===== src/vgmpsg_pkg.sv =====
package vgmpsg_pkg;

   localparam int unsigned BYTE_W       = 8;
   localparam int unsigned KIND_W       = 2;
   localparam int unsigned WAIT_W       = 16;
   localparam int unsigned OFFSET_W     = 32;
   localparam int unsigned LOOPS_W      = 8;
   localparam int unsigned CSR_INDEX_W  = 1;
   localparam int unsigned RSP_DATA_W   = 2 * BYTE_W + WAIT_W + OFFSET_W;

   // Command bytes of the stream.
   localparam logic [BYTE_W-1:0] CMD_PSG_WRITE = 8'hA0;
   localparam logic [BYTE_W-1:0] CMD_WAIT_N    = 8'h61;
   localparam logic [BYTE_W-1:0] CMD_WAIT_NTSC = 8'h62;
   localparam logic [BYTE_W-1:0] CMD_WAIT_PAL  = 8'h63;
   localparam logic [BYTE_W-1:0] CMD_END       = 8'h66;
   localparam logic [BYTE_W-1:0] CMD_SHORT_LO  = 8'h70;
   localparam logic [BYTE_W-1:0] CMD_SHORT_HI  = 8'h7F;

   localparam logic [WAIT_W-1:0]   WAIT_NTSC_SAMPLES = 16'd735;
   localparam logic [WAIT_W-1:0]   WAIT_PAL_SAMPLES  = 16'd882;
   localparam logic [OFFSET_W-1:0] LOOP_BASE         = 32'h0000_001C;
   localparam logic [LOOPS_W-1:0]  LOOP_COUNT_MAX    = 8'hFF;

   localparam logic [OFFSET_W-1:0] LOOP_OFFSET_RESET = '0;
   localparam logic [LOOPS_W-1:0]  MAX_LOOPS_RESET   = 8'd2;

   // Register indexes of the configuration port.
   localparam logic [CSR_INDEX_W-1:0] CSR_LOOP_OFFSET = 1'b0;
   localparam logic [CSR_INDEX_W-1:0] CSR_MAX_LOOPS   = 1'b1;

   // Result kinds.
   localparam logic [KIND_W-1:0] KIND_WRITE   = 2'd0;
   localparam logic [KIND_W-1:0] KIND_WAIT    = 2'd1;
   localparam logic [KIND_W-1:0] KIND_END     = 2'd2;
   localparam logic [KIND_W-1:0] KIND_RESTART = 2'd3;

   typedef enum logic [4:0] {
      PH_IDLE    = 5'b00001,
      PH_PSG_REG = 5'b00010,
      PH_PSG_VAL = 5'b00100,
      PH_WAIT_LO = 5'b01000,
      PH_WAIT_HI = 5'b10000
   } phase_type;

   typedef struct packed {
      phase_type           phase;
      logic [BYTE_W-1:0]   first_operand;
      logic [LOOPS_W-1:0]  loop_count;
   } parse_state_type;

   typedef struct packed {
      logic                 valid;
      logic [KIND_W-1:0]    kind;
      logic [BYTE_W-1:0]    reg_addr;
      logic [BYTE_W-1:0]    reg_value;
      logic [WAIT_W-1:0]    wait_samples;
      logic [OFFSET_W-1:0]  restart_offset;
   } result_type;

endpackage


===== src/vgmpsg_decode.sv =====
module vgmpsg_decode (
   input  vgmpsg_pkg::parse_state_type          state_cur,
   input  logic [vgmpsg_pkg::BYTE_W-1:0]        stream_byte,
   input  logic [vgmpsg_pkg::OFFSET_W-1:0]      loop_offset,
   input  logic [vgmpsg_pkg::LOOPS_W-1:0]       max_loops,
   output vgmpsg_pkg::parse_state_type          state_nxt,
   output vgmpsg_pkg::result_type               result
);

   logic [vgmpsg_pkg::LOOPS_W-1:0] loop_next;
   logic                           loop_done;

   assign loop_next = state_cur.loop_count + 1'b1;
   // A saturated count wraps on increment, so it must end the song explicitly.
   assign loop_done = (state_cur.loop_count == vgmpsg_pkg::LOOP_COUNT_MAX) ||
                      (loop_next >= max_loops);

   always_comb begin
      state_nxt = state_cur;
      result    = '0;
      case (state_cur.phase)
         vgmpsg_pkg::PH_PSG_REG: begin
            state_nxt.first_operand = stream_byte;
            state_nxt.phase         = vgmpsg_pkg::PH_PSG_VAL;
         end
         vgmpsg_pkg::PH_PSG_VAL: begin
            state_nxt.phase  = vgmpsg_pkg::PH_IDLE;
            result.valid     = 1'b1;
            result.kind      = vgmpsg_pkg::KIND_WRITE;
            result.reg_addr  = state_cur.first_operand;
            result.reg_value = stream_byte;
         end
         vgmpsg_pkg::PH_WAIT_LO: begin
            state_nxt.first_operand = stream_byte;
            state_nxt.phase         = vgmpsg_pkg::PH_WAIT_HI;
         end
         vgmpsg_pkg::PH_WAIT_HI: begin
            state_nxt.phase     = vgmpsg_pkg::PH_IDLE;
            result.valid        = 1'b1;
            result.kind         = vgmpsg_pkg::KIND_WAIT;
            result.wait_samples = {stream_byte, state_cur.first_operand};
         end
         default: begin
            state_nxt.phase = vgmpsg_pkg::PH_IDLE;
            if (stream_byte == vgmpsg_pkg::CMD_PSG_WRITE) begin
               state_nxt.phase = vgmpsg_pkg::PH_PSG_REG;
            end else if (stream_byte == vgmpsg_pkg::CMD_WAIT_N) begin
               state_nxt.phase = vgmpsg_pkg::PH_WAIT_LO;
            end else if (stream_byte == vgmpsg_pkg::CMD_WAIT_NTSC) begin
               result.valid        = 1'b1;
               result.kind         = vgmpsg_pkg::KIND_WAIT;
               result.wait_samples = vgmpsg_pkg::WAIT_NTSC_SAMPLES;
            end else if (stream_byte == vgmpsg_pkg::CMD_WAIT_PAL) begin
               result.valid        = 1'b1;
               result.kind         = vgmpsg_pkg::KIND_WAIT;
               result.wait_samples = vgmpsg_pkg::WAIT_PAL_SAMPLES;
            end else if (stream_byte inside {[vgmpsg_pkg::CMD_SHORT_LO:
                                               vgmpsg_pkg::CMD_SHORT_HI]}) begin
               result.valid        = 1'b1;
               result.kind         = vgmpsg_pkg::KIND_WAIT;
               result.wait_samples = {12'd0, stream_byte[3:0]} + 16'd1;
            end else if (stream_byte == vgmpsg_pkg::CMD_END) begin
               result.valid = 1'b1;
               if ((loop_offset == '0) || loop_done) begin
                  state_nxt.loop_count = '0;
                  result.kind          = vgmpsg_pkg::KIND_END;
               end else begin
                  state_nxt.loop_count  = loop_next;
                  result.kind           = vgmpsg_pkg::KIND_RESTART;
                  result.restart_offset = loop_offset + vgmpsg_pkg::LOOP_BASE;
               end
            end
         end
      endcase
   end

endmodule


===== src/vgm_psg_command_parser.sv =====
// VGM command stream parser for the PSG subset.
// The req_ channel carries one stream byte per transfer; the rsp_ channel
// carries decoded commands: rsp_tuser is the kind (register write, wait,
// song end, restart at loop point) and rsp_tdata the operands, unused ones
// zero. Operand bytes and unknown commands produce no response transfer.
// Each byte goes through an input register, then through the decoder into
// the output register, which drives rsp_tvalid. One byte per cycle is
// accepted when rsp_tready stays high; the throughput is set by the parse
// state update, whose next state the decoder computes for each byte.
// When the receiver stalls, the output register holds its response and the
// input register still takes one more byte; after that req_tready drops
// until the response is taken.
// The csr_ port writes loop_offset (index 0) and max_loops (index 1);
// write it only while no byte is in flight.
// Reset is synchronous: the parser returns to expecting a command byte, the
// loop count clears, loop_offset becomes 0 and max_loops becomes 2.
module vgm_psg_command_parser (
   input  logic                                     clock,
   input  logic                                     reset,
   input  logic                                     req_tvalid,
   output logic                                     req_tready,
   input  logic [vgmpsg_pkg::BYTE_W-1:0]            req_tdata,   // stream_byte
   output logic                                     rsp_tvalid,
   input  logic                                     rsp_tready,
   // reg_addr, reg_value, wait_samples, restart_offset
   output logic [vgmpsg_pkg::RSP_DATA_W-1:0]        rsp_tdata,
   output logic [vgmpsg_pkg::KIND_W-1:0]            rsp_tuser,   // kind
   input  logic                                     csr_we,
   input  logic [vgmpsg_pkg::CSR_INDEX_W-1:0]       csr_index,
   input  logic [vgmpsg_pkg::OFFSET_W-1:0]          csr_wdata
);

   logic [vgmpsg_pkg::OFFSET_W-1:0] loop_offset_ff;
   logic [vgmpsg_pkg::LOOPS_W-1:0]  max_loops_ff;

   logic                            in_valid_ff;
   logic [vgmpsg_pkg::BYTE_W-1:0]   in_byte_ff;

   vgmpsg_pkg::parse_state_type     state_ff;
   vgmpsg_pkg::parse_state_type     state_in;
   vgmpsg_pkg::result_type          result;

   logic                            rsp_valid_ff;
   logic [vgmpsg_pkg::KIND_W-1:0]   rsp_kind_ff;
   logic [vgmpsg_pkg::RSP_DATA_W-1:0] rsp_data_ff;

   logic out_free;
   logic advance;

   assign out_free   = !rsp_valid_ff || rsp_tready;
   assign advance    = in_valid_ff && out_free;
   assign req_tready = !in_valid_ff || out_free;

   always_ff @(posedge clock) begin
      if (reset) begin
         loop_offset_ff <= vgmpsg_pkg::LOOP_OFFSET_RESET;
         max_loops_ff   <= vgmpsg_pkg::MAX_LOOPS_RESET;
      end else if (csr_we) begin
         case (csr_index)
            vgmpsg_pkg::CSR_LOOP_OFFSET: loop_offset_ff <= csr_wdata;
            vgmpsg_pkg::CSR_MAX_LOOPS:   max_loops_ff   <= csr_wdata[vgmpsg_pkg::LOOPS_W-1:0];
            default: ;
         endcase
      end
   end

   always_ff @(posedge clock) begin
      if (reset) begin
         in_valid_ff <= 1'b0;
      end else if (req_tready) begin
         in_valid_ff <= req_tvalid;
      end
   end

   always_ff @(posedge clock) begin
      if (req_tready && req_tvalid) begin
         in_byte_ff <= req_tdata;
      end
   end

   vgmpsg_decode u_decode (
      .state_cur   (state_ff),
      .stream_byte (in_byte_ff),
      .loop_offset (loop_offset_ff),
      .max_loops   (max_loops_ff),
      .state_nxt   (state_in),
      .result      (result)
   );

   always_ff @(posedge clock) begin
      if (reset) begin
         state_ff.phase         <= vgmpsg_pkg::PH_IDLE;
         state_ff.first_operand <= '0;
         state_ff.loop_count    <= '0;
      end else if (advance) begin
         state_ff <= state_in;
      end
   end

   // The output register loads whenever it is free; a byte without a
   // response simply leaves it empty.
   always_ff @(posedge clock) begin
      if (reset) begin
         rsp_valid_ff <= 1'b0;
      end else if (out_free) begin
         rsp_valid_ff <= advance && result.valid;
      end
   end

   always_ff @(posedge clock) begin
      if (advance && result.valid && out_free) begin
         rsp_kind_ff <= result.kind;
         rsp_data_ff <= {result.restart_offset, result.wait_samples,
                         result.reg_value, result.reg_addr};
      end
   end

   assign rsp_tvalid = rsp_valid_ff;
   assign rsp_tuser  = rsp_kind_ff;
   assign rsp_tdata  = rsp_data_ff;

endmodule

===== config.mk =====
export PLATFORM = sky130hd
export DESIGN_NAME = vgm_psg_command_parser
export DESIGN_NICKNAME = d
export VERILOG_FILES = /design/src/vgmpsg_pkg.sv /design/src/vgmpsg_decode.sv /design/src/vgm_psg_command_parser.sv
export SDC_FILE = /design/constraint.sdc
export NUM_CORES = 1
export LEC_CHECK = 0
export ABC_AREA = 1
export BUFFER_PORTS_ARGS = -buffer_cell sky130_fd_sc_hd__buf_2
export CELL_PAD_IN_SITES_DETAIL_PLACEMENT = 1
export CELL_PAD_IN_SITES_GLOBAL_PLACEMENT = 2
export CORE_ASPECT_RATIO = 0.8
export CORE_MARGIN = 2
export CORE_UTILIZATION = 30
export CTS_CLUSTER_SIZE = 30
export DETAILED_ROUTE_END_ITERATION = 12
export GPL_TIMING_DRIVEN = 0
export PLACE_DENSITY_LB_ADDON = 0.1
export SLEW_MARGIN = 20
export SYNTH_ARGS = -nofsm -noshare
export SYNTH_HDL_FRONTEND = slang
export SYNTH_SLANG_ARGS = --single-unit

===== constraint.sdc =====
create_clock -name clock -period 3.1 [get_ports clock]
set_clock_uncertainty 0.15 [all_clocks]
set_input_delay 0.62 -clock clock [delete_from_list [all_inputs] [get_ports clock]]
set_output_delay 0.62 -clock clock [all_outputs]
set_load 0.005 [all_outputs]

======== After elaboration in Yosys (flattened, before gate mapping) ========
Index checks and enable logic that the tools add are counted.
word-level totals
  register bits after elaboration ......... 137
  input bits .............................. 46
  output and inout bits ................... 68
  logic and storage cells ................. 80
operators by class
  add/sub/neg operators ................... 3
  order comparisons ....................... 3
  equal/unequal tests ..................... 10
  muxes and demuxes ....................... 23
  bitwise logic cells ..................... 8
  reductions and logical operators ........ 21
operator list
  cell                                                                                 count
  32-bit two-way mux                                                                   5
  48-bit two-way mux                                                                   2
  16-bit two-way mux                                                                   3
  32-bit by 5-bit adder with 32-bit output, second input constant                      1
  8-bit by 7-bit == test with 1-bit output, second input constant                      4
  32-bit zero test                                                                     1
  16-bit one-hot mux with 2 select lines                                               1
  3-bit two-way mux                                                                    6
  8-bit == test, second input constant                                                 2
  5-bit one-hot mux with 3 select lines                                                1
  11-bit OR reduction                                                                  1
  3-bit one-hot mux with 3 select lines                                                1
  8-bit by 1-bit adder with 8-bit output, second input constant                        1
  8-bit by 7-bit greater-or-equal comparator with 1-bit output, second input constant  1
  8-bit greater-or-equal comparator                                                    1
  8-bit by 7-bit <= comparator with 1-bit output, second input constant                1
  8-bit two-way mux                                                                    1
  1-bit inverter                                                                       8
  8-bit AND reduction                                                                  1
  2-bit AND reduction                                                                  3
  4-bit by 1-bit adder with 5-bit output, second input constant                        1
  5-bit by 2-bit == test with 1-bit output, second input constant                      1
  5-bit by 3-bit == test with 1-bit output, second input constant                      1
  5-bit by 4-bit == test with 1-bit output, second input constant                      1
  other kinds (10)                                                                     19

======== Depth between registers and ports, before layout ========
Gate-level depths: netlist of run 1.
  word-level depth ........................ 14
  depth in mapped cells ................... 16
  depth with buffers taken out ............ 16

======== By module ========
From an unflattened synthesis of run 1, not the netlist that was laid out.
unflattened totals
  cell total of the unflattened synthesis .. 835
  area, all modules ....................... 6892.9 um2
by module, submodules not included
  module                  times used  cells each  area an instance (um2)  sequential area each (um2)
  vgm_psg_command_parser  1           401         4613.2                  3483.3
  vgmpsg_decode           1           434         2279.7                  0.0

======== Worst setup path before layout of run 1 ========
No wires, ideal clock.
  kind .................................... input port to flip-flop
  from .................................... input port rsp_tready
  to ...................................... register rsp_data_ff, in the netlist rsp_tdata[0] (enable)
  library setup time ...................... 0.420 ns
  data arrival time ....................... 2.519 ns
  required time ........................... 2.530 ns
  slack ................................... 0.011 ns
  stages on the path ...................... 7
  buffers on the path ..................... 1
  cell sequence ........................... inv_1 > nand2_1 > nand2_1 > inv_1 > clkbuf_1 > nand3_1 > inv_1
on the way
  longest elaborated chain between the ends .. 4
ends and longest elaborated chain
  item                   line                           text
  start, declared        vgm_psg_command_parser.sv:24   input logic rsp_tready,
  1-bit logical OR (*)   vgm_psg_command_parser.sv:50   assign out_free = !rsp_valid_ff || rsp_tready;
  1-bit logical AND      vgm_psg_command_parser.sv:51   assign advance = in_valid_ff && out_free;
  1-bit logical AND      vgm_psg_command_parser.sv:111  if (advance && result.valid && out_free) begin
  1-bit logical AND (*)  vgm_psg_command_parser.sv:111
  end signal, assigned   vgm_psg_command_parser.sv:113  rsp_data_ff <= {result.restart_offset, result.wait_samples,
  end, declared          vgm_psg_command_parser.sv:45   logic [vgmpsg_pkg::RSP_DATA_W-1:0] rsp_data_ff;
Every way passes the cells marked *; elsewhere a longest branch is shown, timed or not.
A chain may end at the register's enable or synchronous reset.

======== Worst setup path in the final report of run 1 ========
  from .................................... register state_ff[0] (netlist bit)
  to ...................................... register rsp_data_ff, in the netlist rsp_tdata[32] (data pin)
on the way
  longest elaborated chain between the ends .. 5
  elaborated cells on any way between the ends .. 6
  those cells by class .................... add/sub (1); order compare (1); eq/ne (1); reduce/logical (3)
ends and longest elaborated chain
  item                                    line                          text
  start, declared                         vgm_psg_command_parser.sv:39  vgmpsg_pkg::parse_state_type state_ff;
  start signal, assigned                  vgm_psg_command_parser.sv:96  state_ff <= state_in;
  8-bit by 1-bit adder with 8-bit output  vgmpsg_decode.sv:13           assign loop_next = state_cur.loop_count + 1'b1;
  8-bit greater-or-equal comparator       vgmpsg_decode.sv:16           (loop_next >= max_loops);
  1-bit logical OR (*)                    vgmpsg_decode.sv:15           assign loop_done = (state_cur.loop_count == vgmpsg_pkg::LOOP_COUNT_MAX) ||
  1-bit logical OR (*)                    vgmpsg_decode.sv:64           if ((loop_offset == '0) || loop_done) begin
  11-bit OR reduction (no line) (*)       n/a
Marked as above.

==> impl_metrics.yaml, run 1 <==
run_status:
  status: "finished clean"
synthesis:
  yosysMostFrequentCell: "nor2_1"
  synth_common_cells: "nor2_1, nand2_1, inv_1"
  postSynthRegisterBits: 137
  synth_area_leaders: "edfxtp_1, dfxtp_1, nor2_1, nand2_1, o21ai_0"
  syn_nets: 768
  yosysTopAreaCellShare_pct: 35.38
  synth-main-ff-cell: "edfxtp_1"
  async_reset_ff_share_pct: 0
  syn_area_um2: 6281
  synthCells: 707
  ys_types: 34
  synth_edf_count: 74
  ys_seq_area_share_pct: 55.46
  yosysWarnings: 0
  syn_avg_cell_area_um2: 8.884
  synth_top_area_cell: "edfxtp_1"
timing:
  post-route-period-util_pct: 89.34
  fmax_ghz: 0.3611
  timing.hold.ws_ps: 219.5
  drv_slew: 0
  slew_headroom_pct: 50.57
  setup_viol: 0
  min_period_ps: 2770
  worst_slew_pin_slew_ps: 738.8
  rsz0062_at_grt: "false"
  layout_setup_ws_ps: 330.4
  hold_violations: 0
  final.setup.tns_ps: 0
placed_design:
  dpl_worst_slack_ps: 8.310
  place_hpwl_um: 13800
  place.gp.congestion: 0.8468
  place_inst: 1090
  io_buffers: 113
clocking:
  clock_path_buffers: 2
  cts_made_buffers: 17
  clock_latency_ps: 430
  cts_tree: "built"
  root_buffer: "clkbuf_16"
  clk_pin_slew_ps: 70
  cts_sinks: 137
  htreeDepth: 4
power_and_ir_drop:
  swShare_pct: 26.77
  power_frac_comb_pct: 6.6
  p_switching_mw: 1.144
  clkPwrFrac_pct: 46.4
  ir_drop_mv: 0.3058
  powerDensity_nw_per_um2: 547.8
  p_leak_nw: 3.195
  intPower_mw: 3.129
  sequentialPowerShare_pct: 47.0
global_routing:
  grt_pass1_wl_um: 28970
  grt_use_total_pct: 16.76
  gr-total-overflow: 0
  grt_max_degree: 37
  antenna_found_initial: 0
  grt_pass1_vias: 5465
critical_path:
  end_kind: "register"
  path_max_fanout: 10
  crit_path_top_delay_cell: "dfxtp_2"
  worstSetupPathType: "reg2reg"
  cpMostUsedCell: "nor2_1"
  crit_arrival_ps: 2880
  path_cells: "ha_1, nand2_1, nor2_2, nand3_1, xor2_1, inv_1, ha_1, nand2_1, nor2_1, nor2_1, nand3_1, nor2_4, nand2_4, clkbuf_4, nor2_1"
  critPathLaunchType: "register"
  worstPathRequired_ps: 3210
  max_stage_delay_ps: 370
finish:
  n_antenna_cell: 0
  final_core_util_pct: 37.79
  fin_cells: 1123
  syn_to_final_growth_pct: 24.18
  n_fill_cell: 2443
  num-nets-final: 902
  drive_gt1_share_pct: 22.37
drt:
  drt_iter0_drc: 262
  route.detailed.drc: 0
  dr.pass1.iters: 4
  wirelength_um: 17960
  dr_total_vias: 5217
  viasPerCell: 4.646
  wl_per_cell_um: 15.99
  drtAntennaViolNets: 0
floorplan:
  rows: 47
  dieArea_um2: 22120
  coreArea_um2: 20640
  die_w_um: 165.8
  ioPinCount: 114
  die_h_um: 133.4
  start_util_pct: 30.43
flow_run:
  cap_violations: 0
hold_path:
  min_path_type: "in2reg"
-- what timing repair did --
item                       4_1_cts  5_1_grt
hold buffers                     0        0
setup endpoints to repair        1       20
gates resized for setup          0        4
setup buffers                    1        0
pin swaps                        1        0
-- placed cells by master (no fill, tap or decap), types with 2 or more instances in the layout --
| cell | instances |
|---|---|
| a21oi_1 | 60 |
| a31oi_1 | 2 |
| buf_2 | 114 |
| clkbuf_1 | 16 |
| clkbuf_16 | 17 |
| clkinv_4 | 3 |
| clkinv_8 | 2 |
| dfxtp_1 | 62 |
| edfxtp_1 | 74 |
| ha_1 | 15 |
| inv_1 | 81 |
| inv_2 | 8 |
| inv_6 | 6 |
| inv_8 | 3 |
| nand2_1 | 95 |
| nand2_2 | 3 |
| nand3_1 | 37 |
| nand3_2 | 3 |
| nand3b_1 | 2 |
| nand4_1 | 14 |
| nand4_2 | 2 |
| nor2_1 | 112 |
| nor2_2 | 9 |
| nor2_4 | 6 |
| nor3_1 | 4 |
| nor3b_1 | 4 |
| nor3b_2 | 2 |
| o211ai_1 | 3 |
| o21ai_0 | 63 |
| o22ai_1 | 2 |
| or2_2 | 4 |
| xnor2_1 | 2 |
| xor2_1 | 12 |
-- worst max-delay path, delay by kind of cell (launching register included) --
kind	cells	cell delay [ps]
and+or+nand+nor	10	1160
adders and majority gates	2	470
DFF	1	370
xor gates and xnor gates	1	140
buffers and inverters	2	320
-- power by group through the flow --
stage | Sequential (mW) | Combinational [mW] | Clock (mW)
floorplan | 2.04 | 0.171 | 0
global placement | 2.05 | 0.276 | 0
detailed placement | 2.05 | 0.283 | 0
CTS | 2.01 | 0.287 | 2.05
global route | 2.01 | 0.323 | 2.11
finish | 2.01 | 0.282 | 1.98
-- path summary, 6_finish.rpt --
| kind | startpoint | end | slack (ps) | cells after the start |
|---|---|---|---|---|
| setup reg to reg | state_ff[0]$_SDFFE_PP0P_ | rsp_tdata[32]$_SDFFCE_PP0P_ | 330 | 15 |
| hold / removal | req_tdata[7] | in_byte_ff[7]$_DFFE_PP_ | 220 | 1 |
| setup / recovery | state_ff[0]$_SDFFE_PP0P_ | rsp_tdata[32]$_SDFFCE_PP0P_ | 330 | 15 |
| hold reg to reg | max_loops_ff[6]$_SDFFE_PP0P_ | max_loops_ff[6]$_SDFFE_PP0P_ | 320 | 2 |
-- cells by family (layout without fill, tap and decap cells) --
family | count (synthesis) | after routing | share of synthesized area [%]
AO/OA/AOI/OAI | 133 | 133 | 10.88
XOR/XNOR | 14 | 14 | 1.952
adder cells (fa/ha/maj) | 15 | 15 | 2.988
buffers and inverters | 109 | 256 | 6.673
flip-flops | 137 | 137 | 55.46
AND/OR/NAND/NOR | 299 | 299 | 22.05
-- through the flow --
stage / area [µm²] / power (mW)
global route: 7800 / 4.450
detailed placement: 7206 / 2.331
finish: 7800 / 4.273
CTS: 7791 / 4.343
global placement: 7183 / 2.323
floorplan: 6281 / 2.207
-- layout make-up --
type / count / area, µm² / area share [%]
Timing Repair Buffer: 115 / 593.1 / 7.603
Clock inverter: 15 / 152.6 / 1.957
Sequential cell: 137 / 3485 / 44.67
Multi-Input combinational cell: 461 / 2384 / 30.56
Clock buffer: 17 / 425.4 / 5.454
Inverter: 90 / 340.3 / 4.363
Buffer: 19 / 83.83 / 1.075
Tap cell: 269 / 336.6 / 4.315
-- state kept, by name, summed over array words and instances, names as in the netlist --
signal / flops
in_byte_ff: 8
in_valid_ff: 1
loop_offset_ff: 32
max_loops_ff: 8
rsp_tdata: 64
rsp_tuser: 2
rsp_tvalid: 1
state_ff: 21
-- per-layer routing --
| layer | wire length [µm] | GRT usage (%) | vias up |
|---|---|---|---|
| li1 | - | - | 2620 |
| met1 | 9259 | 23.78 | 2492 |
| met2 | 7905 | 25.59 | 87 |
| met3 | 551 | 3.476 | 18 |
| met4 | 240 | 5.507 | 0 |
| met5 | 0 | 0 | - |
Power figures use the tool's default switching activity.
==> run 2: changes to the inputs <==
clock period = 2.9 ns   (was 3.1 ns; I/O delays follow)
==> run 2 against run 1 <==
Sequential power grew 7%. First-iteration DRC count shrank 14%. Worst hold slack lost 36 ps. Final area grew 0.58%. Final cell count is essentially flat. Count of clock-buffer cells in the layout is the same. Non-clock buffer count grew 1. Combinational power grew 7.4%. Highest routed layer unchanged.
==> impl_metrics.yaml, run 2 (synthesis gave the netlist of run 1 again) <==
timing:
  drv_slew: 0
  slew_headroom_pct: 53.78
  hold_violations: 0
  post-route-period-util_pct: 90.61
  setup_viol: 0
  min_period_ps: 2628
  fmax_ghz: 0.3806
  final.setup.tns_ps: 0
  worst_slew_pin_slew_ps: 690.7
  rsz0062_at_grt: "false"
critical_path:
  cp.depth: 15
  crit_arrival_ps: 2750
  path_max_fanout: 10
  critPathLaunchType: "register"
  worstPathRequired_ps: 3020
  end_kind: "register"
  max_stage_delay_ps: 370
  critPathBufInv: 2
  worstSetupPathType: "reg2reg"
  crit_path_top_delay_cell: "dfxtp_4"
  crit_family: "simple AND/OR/NAND/NOR gates"
  r2r_cells: 15
  path_cells: "ha_2, nand2_1, nor2_4, nand3_1, xor2_1, inv_1, ha_1, nand2_1, nor2_1, nor2_1, nand3_2, nor2_4, nand2_4, buf_6, nor3b_4"
power_and_ir_drop:
  powerDensity_nw_per_um2: 581.5
  p_total_mw: 4.562
  p_leak_nw: 3.199
  ir_drop_mv: 0.3067
finish:
  final_common_cell: "buf_2"
  drive_gt1_share_pct: 22.92
  n_antenna_cell: 0
  num-nets-final: 903
  syn_to_final_growth_pct: 24.90
  n_fill_cell: 2480
  layout_common_cells: "buf_2, nor2_1, nand2_1, inv_1, edfxtp_1"
  largest_reg_flops: 64
global_routing:
  grt_max_degree: 38
  grt_pass1_vias: 5509
  antenna_found_initial: 0
  grt_use_total_pct: 17.07
  grt_pass1_wl_um: 29570
  gr-total-overflow: 0
hold_path:
  worstHoldPathCells: 1
  min_path_type: "in2reg"
clocking:
  clk_pin_slew_ps: 70
  hold_buffers: 0
  cts_sinks: 137
  root_buffer: "clkbuf_16"
  clock_latency_ps: 420
  clock_path_buffers: 2
  cts_made_buffers: 17
  htreeDepth: 4
  cts_tree: "built"
drt:
  dr.pass1.iters: 4
  viasPerCell: 4.641
  wirelength_um: 18020
  route.detailed.drc: 0
  drt_iter0_drc: 225
  wl_per_cell_um: 16.03
  drtAntennaViolNets: 0
  dr_total_vias: 5217
floorplan:
  die_h_um: 133.4
  die_w_um: 165.8
  rows: 47
  coreArea_um2: 20640
  start_util_pct: 30.43
  ioPinCount: 114
  dieArea_um2: 22120
run_status:
  status: "finished clean"
placed_design:
  io_buffers: 113
  place_hpwl_um: 13700
  place.gp.congestion: 0.8655
flow_run:
  cap_violations: 0
-- run 2: cell types whose count changed in the layout (fill, tap and decap cells not counted), sizes merged --
cell	delta
clkinvlp	+1
clkbuf	-1
inv	-1
buf	+2
-- run 2: area by class of cell --
type | instances | area (µm²) | share of cell area [%]
Tap cell | 269 | 336.6 | 4.290
Sequential cell | 137 | 3488 | 44.47
Clock buffer | 17 | 425.4 | 5.423
Inverter | 90 | 344.1 | 4.386
Clock inverter | 15 | 147.6 | 1.882
Timing Repair Buffer | 116 | 613.1 | 7.815
Buffer | 19 | 83.83 | 1.069
Multi-Input combinational cell | 461 | 2406 | 30.67
-- run 2: path summary, 6_finish.rpt --
kind / start / end / slack (ps)
max: state_ff[0]$_SDFFE_PP0P_ / rsp_tdata[53]$_SDFFCE_PP0P_ / 270
min: req_tdata[7] / in_byte_ff[7]$_DFFE_PP_ / 180
max reg2reg: state_ff[0]$_SDFFE_PP0P_ / rsp_tdata[53]$_SDFFCE_PP0P_ / 270
min reg2reg: max_loops_ff[6]$_SDFFE_PP0P_ / max_loops_ff[6]$_SDFFE_PP0P_ / 320
-- run 2: where the power goes --
group / internal (mW) / total [mW] / switching [mW]
sequential: 2.09 / 2.15 / 0.0509
combinational: 0.106 / 0.303 / 0.197
clock: 1.14 / 2.11 / 0.971
-- run 2: per-stage QoR --
step	std cells	worst slack, ps	hold slack (ps)	util, %	area [µm²]
after floorplan	707	180.4	285.3	-	6285
after global placement	1089	-626.5	312.8	34.82	7187
after detailed placement	1091	-233.1	321.6	35.01	7227
final	1124	272.4	183.5	38.01	7845
after global routing	1124	3.022	155.8	38.01	7845
after CTS	1124	38.91	160.6	37.86	7815
-- run 2: metal layers --
metal,global-route usage (%),routed length [µm],vias to the layer above
li1,-,-,2626
met1,24.28,9138,2488
met2,26.26,7975,89
met3,3.714,713,14
met4,4.831,189,0
met5,0,0,-
-- run 2: what timing repair did --
item                       in CTS  in global routing
gates resized for setup         3                  9
buffers inserted                1                  0
pin swaps                       1                  2
setup endpoints to repair      31                 39
